$ cat src/design/sdp_pkg.sv
// ---------------------------------------------------------------------------
// sdp_pkg
// Types and constants shared by the disparity reprojection block.
// ---------------------------------------------------------------------------
package sdp_pkg;

   localparam int QuoBits = 32;
   localparam int DivBits = 33;
   localparam int NumBits = 52;

   typedef enum logic [2:0] {
      REG_FOCAL_X        = 3'd0,
      REG_FOCAL_Y        = 3'd1,
      REG_CENTER_X       = 3'd2,
      REG_CENTER_Y       = 3'd3,
      REG_CENTER_X_RIGHT = 3'd4,
      REG_BASELINE_UM    = 3'd5
   } reg_index_type;

   typedef struct packed {
      logic [15:0]        pixel_u;
      logic [15:0]        pixel_v;
      logic signed [15:0] disparity;
   } req_data_type;

   typedef struct packed {
      logic signed [31:0] point_x;
      logic signed [31:0] point_y;
      logic signed [31:0] point_z;
      logic               at_infinity;
      logic               clipped;
   } rsp_data_type;

   // one divider lane: partial remainder, numerator bits out / quotient bits in
   typedef struct packed {
      logic [DivBits-1:0] rem;
      logic [QuoBits-1:0] nq;
      logic               neg;
      logic               ovf;
   } lane_type;

   typedef struct packed {
      logic               valid;
      logic               inf;
      logic [DivBits-1:0] divisor;
      lane_type           lx;
      lane_type           ly;
      lane_type           lz;
   } stage_type;

endpackage

$ cat src/design/sdp_div_cell.sv
// ---------------------------------------------------------------------------
// sdp_div_cell
// One restoring-division cell: settles one quotient bit of all three lanes
// and hands the item to the next cell.
// ---------------------------------------------------------------------------
module sdp_div_cell (
   input  logic               clock,
   input  logic               reset,
   input  logic               en,
   input  sdp_pkg::stage_type s_in,
   output sdp_pkg::stage_type s_out
);
   import sdp_pkg::*;

   stage_type s_ff, s_in_next;

   function automatic lane_type lane_step(input lane_type l,
                                          input logic [DivBits-1:0] d);
      lane_type o;
      logic [DivBits:0] r;
      logic             bit_q;
      r     = {l.rem, l.nq[QuoBits-1]};
      bit_q = (r >= {1'b0, d});
      o     = l;
      o.rem = bit_q ? DivBits'(r - {1'b0, d}) : r[DivBits-1:0];
      o.nq  = {l.nq[QuoBits-2:0], bit_q};
      return o;
   endfunction

   always_comb begin
      s_in_next    = s_in;
      s_in_next.lx = lane_step(s_in.lx, s_in.divisor);
      s_in_next.ly = lane_step(s_in.ly, s_in.divisor);
      s_in_next.lz = lane_step(s_in.lz, s_in.divisor);
   end

   always_ff @(posedge clock) begin
      if (reset) begin
         s_ff <= '0;
      end else if (en) begin
         s_ff <= s_in_next;
      end
   end

   assign s_out = s_ff;

endmodule
$ cat config.mk
export PLATFORM = sky130hd
export DESIGN_NAME = sdp_div_cell
export DESIGN_NICKNAME = d
export VERILOG_FILES = /design/src/design/sdp_pkg.sv /design/src/design/sdp_div_cell.sv
export SDC_FILE = /design/constraint.sdc
export NUM_CORES = 1
export LEC_CHECK = 0
export ABC_AREA = 1
export BUFFER_PORTS_ARGS = -buffer_cell sky130_fd_sc_hd__buf_4
export CORE_AREA = 2 2 187 189
export DETAILED_ROUTE_END_ITERATION = 8
export DIE_AREA = 0 0 189 191
export PLACE_DENSITY = 0.89
export SYNTH_ARGS = -nofsm -noshare
export SYNTH_HDL_FRONTEND = slang
export SYNTH_SLANG_ARGS = --single-unit
$ cat constraint.sdc
create_clock -name clock -period 2.81 [get_ports clock]
set_input_delay 0.4215 -clock clock [delete_from_list [all_inputs] [get_ports clock]]
set_output_delay 0.4215 -clock clock [all_outputs]
set_load 0.1 [all_outputs]
# Word level (Yosys, flattened, before mapping)
# Cells that the tools add are included.
# word_totals
regBits	236
latchBits	0
mem_bits_rw	0
rom_bits	0
inputBits	239
word_cells	24
n_memories	0
# classes
addsub	3
mul	0
div	0
n_lt_le_gt_ge	3
eq_ne	0
shifts	0
n_mux	3
n_bitwise	0
n_reduce_logical	0
# ops
op	n
34-bit by 33-bit >= comparator with 1-bit output	3
33-bit 2-to-1 mux	3
33-bit subtractor	3

# Depth between registers and ports, before layout
# logic_depth
word_depth	2
ltp_mapped	18
ltp_nobuf	17

# Worst setup path after synthesis
# Ideal clock, no wire load.
# synth_path
path_type	input port to flip-flop
start	in s_in[100] (netlist name)
end	reg s_ff (netlist bit s_out[69])
t_arrival_ns	1.978
t_required_ns	2.691
slack_ns	0.713
stages	15
path_buffers	1
path_cell_list	inv_1 > ha_1 > inv_1 > fa_1 > nand3_1 > nand3b_2 > nand2_1 > nand2_2 > nand2_4 > nand2_8 > inv_2 > buf_6 > nand2_1 > o211ai_1 > inv_1
# synth_via
elab_chain_cells	1
# synth_lines
element	line_no	text
start: declaration	sdp_div_cell.sv:10	input sdp_pkg::stage_type s_in,
34-bit by 33-bit >= comparator with 1-bit output	sdp_div_cell.sv:23	bit_q = (r >= {1'b0, d});
end signal: assignment	sdp_div_cell.sv:41	s_ff <= s_in_next;
end: declaration	sdp_div_cell.sv:15	stage_type s_ff, s_in_next;
# No other way between the ends.
# A chain may end at the register's enable or synchronous reset.

# Final worst setup path
# layout_path
start	in s_in[233] (netlist name)
end	reg s_ff (netlist bit s_out[110])
# layout_via
elab_chain_cells	2
# layout_lines
element	line_no	text
34-bit by 33-bit >= comparator with 1-bit output	sdp_div_cell.sv:23	
33-bit 2-to-1 mux	sdp_div_cell.sv:25	o.rem = bit_q ? DivBits'(r - {1'b0, d}) : r[DivBits-1:0];
# No other way between the ends.

==> run metrics <==
setup TNS=0 ns; Mean Syn Cell Area=5.90 sq um; overall routing resource usage=35.6%; crit start category=primary input; WL final=67000 um; Arr. time, crit path=2.64 ns; r2r setup slk=1.84 ns; number of global-route vias before repair=18.3k; Async SR Flop Fraction=0%; cells after synthesis=2916; slowest CP cell=ha_1; max FFs per register=236; Hold WC Path Type=in2reg; Worst-Margin Slew=0.797 ns; Synth area leaders=dfxtp_1 27%, nand2_1 20%, nor2_1 9.9%, inv_1 9.4%, ha_1 7.2%; initial core utilization=50.4%; Die Wd=189 um; crit-path max FO=16; initial antenna violation count=1; fmax=460 MHz; main flop type after synthesis=dfxtp_1; Layout fillers=3156; final count of negative-setup-slack endpoints=0; Final Skew=0 ns; register area share after synthesis=27.5%; RSZ-0062 raised after global routing=no; top cells by count, synth=919 x nand2_1, 452 x nor2_1, 432 x inv_1; reg2reg end=s_out[213]$_SDFFE_PP0P_; mapped cell area=0.0172 sq mm; CP Capture Type=flip-flop; layout cell share with drive strength beyond 1=18.8%; synthesized netlist net count=3257; Crit path top cell by count=inv_1; largest stage delay on the critical path=0.30 ns; placed cells=3807; Die ar.=0.0361 sq mm; Net count, final=3722; first-pass GRT wire length=101000 um; R2R depth=2; fin crit share=77.4%; CTS Buf Count=27; most common cell in the synthesized netlist=nand2_1; Slew headroom=46.9%; clock sink count=236; largest net degree at the start of global routing=177; Setup Buffers After CTS=0; Min-Delay Path Depth=3; Cell Rows=68; fin. max-slew vios=0; DRC Markers=0; number of synthesized flops with an enable pin=0; HP Start=s_in[159]; I/O Buffers=474; Yosys top cell by area=dfxtp_1; CTS H-tree lvls=1; Hold Path Sink=s_out[160]$_SDFFE_PP0P_; maxcap violations=0; I/O pin total=475; Synth Warn #=0; register bit total from synthesis=236; Max IR drop VDD=0.542 mV; Layout Cells excl Fill=3857; Reg clk slew, reported paths=0.07 ns; critical-path cell list=buf_4 -> inv_1 -> buf_12 -> ha_1 -> inv_1 -> nor2_1 -> nand3_1 -> nor3_2 -> nand2_4 -> nand2_8 -> inv_2 -> buf_4 -> nand2_1 -> nand3_1 -> nand2_1 -> inv_1; TritonRoute pass-1 iters=5; required time worst endpoint=3.27 ns; Placeable Area=0.0341 sq mm; Clock Tree Buf Depth=3; root buf cell=clkbuf_16; CP Class=in2reg; Die Y=191 um; Avg WL per Cell=17.4 um; CTS tree=yes; Power Density=584 mW/mm^2; DP HPWL=52700 um; share of the synthesized area in the top cell type=27.5%; run status=complete, no violations; Fin. Hold Viols=0; number of DRC markers in iteration 0=1662; R2R Path Start=s_out[213]$_SDFFE_PP0P_; routed vias/inst=5.18; Synth cell types=41; Top delay family on crit path=simple AND/OR/NAND/NOR gates; static leakage=12.7 nW; later-pin clock latency in the skew report=0.56 ns; Area Overhead vs Synth=30.2%; PostCTS Resize Cnt=0; final RePlAce weighted congestion=1.04; minimum clock period=2.18 ns; # hold bufs at CTS=0; total number of vias=20.0k; antenna viol nets, final=0; total gr overflow=0; CP bufs+invs=7
## where the power goes
group | leakage [nW] | internal, mW | switching, mW
combinational | 10.3 | 1.47 | 4.03
clock | 0.463 | 2.26 | 1.54
sequential | 1.96 | 3.62 | 0.161
## per-stage QoR
stage / utilization (%) / total power, mW / hold WS (ns) / instance area, sq um / worst slack (ns)
floorplan: - / 7.75 / 0.556 / 17200 / 0.713
global placement: 62.8 / 9.23 / 0.454 / 21400 / 0.109
detailed placement: 62.8 / 9.26 / 0.460 / 21400 / 0.131
CTS: 65.6 / 13.0 / 0.0535 / 22400 / 0.700
global route: 65.6 / 13.6 / 0.0689 / 22400 / 0.432
finish: 65.6 / 13.1 / 0.0674 / 22400 / 0.634
## cell type report
cell class                 count  area [sq um]  share of cell area (%)
inverter                     451          1700                    7.59
tap                          455           569                    2.54
multi-input combinational   2130         10300                    45.9
sequential                   236          4720                    21.1
clock buffer                  38           797                    3.56
antenna                        1          2.50                  0.0112
timing repair buffer         535          4160                    18.6
clock inverter                11           160                   0.715
## cells in the final DEF (no fill, tap or decap), types with 4 or more instances in the layout
cell type,n
and2_1,11
nand2_2,11
inv_2,9
a21o_1,9
or2_2,4
nand4_1,7
buf_4,523
ha_1,99
buf_12,11
nor2_2,8
nand3_1,174
xnor2_1,4
inv_1,431
a21oi_2,5
nand2_1,919
nand3b_1,39
xor2_1,46
nor2_4,6
dfxtp_1,236
o21bai_1,7
nor2_1,452
clkbuf_16,27
clkinv_1,8
clkbuf_8,8
nand3_2,4
o21ai_0,156
a21oi_1,135
nor3_1,11
## worst max path at each step
stage	slack, ns	from	endpoint	cells after the start
6_report	0.63	s_in[233]	s_out[110]$_SDFFE_PP0P_	16
3_5_place_dp	0.13	s_in[225]	s_out[110]$_SDFFE_PP0P_	15
4_1_cts	0.70	s_in[233]	s_out[110]$_SDFFE_PP0P_	16
5_1_grt	0.43	s_in[225]	s_out[111]$_SDFFE_PP0P_	17
2_1_floorplan	0.71	s_in[100]	s_out[69]$_SDFFE_PP0P_	15
3_3_place_gp	0.11	s_in[225]	s_out[109]$_SDFFE_PP0P_	15
## tightest hold or removal path, delay by kind of cell
family | cells | cell delay, ns
buf+inv | 1 | 0.08
simple gates | 2 | 0.11
## cell families after synthesis
group / share of synthesized area [%]
buffers and inverters: 12.7
AOI/OAI and AO/OA: 9.87
adders and majority gates: 7.55
and+or+nand+nor: 39.8
DFF: 27.5
xor gates and xnor gates: 2.55
## metal layers
layer | GRT usage (%) | up-vias | share of wire (%)
met3 | 7.45 | 207 | 9.1
met4 | 19.1 | 0 | 5.9
met2 | 58.2 | 970 | 45
met1 | 43.9 | 8876 | 40
met5 | 0 | - | 0
li1 | - | 9908 | -
Power figures use the tool's default switching activity.
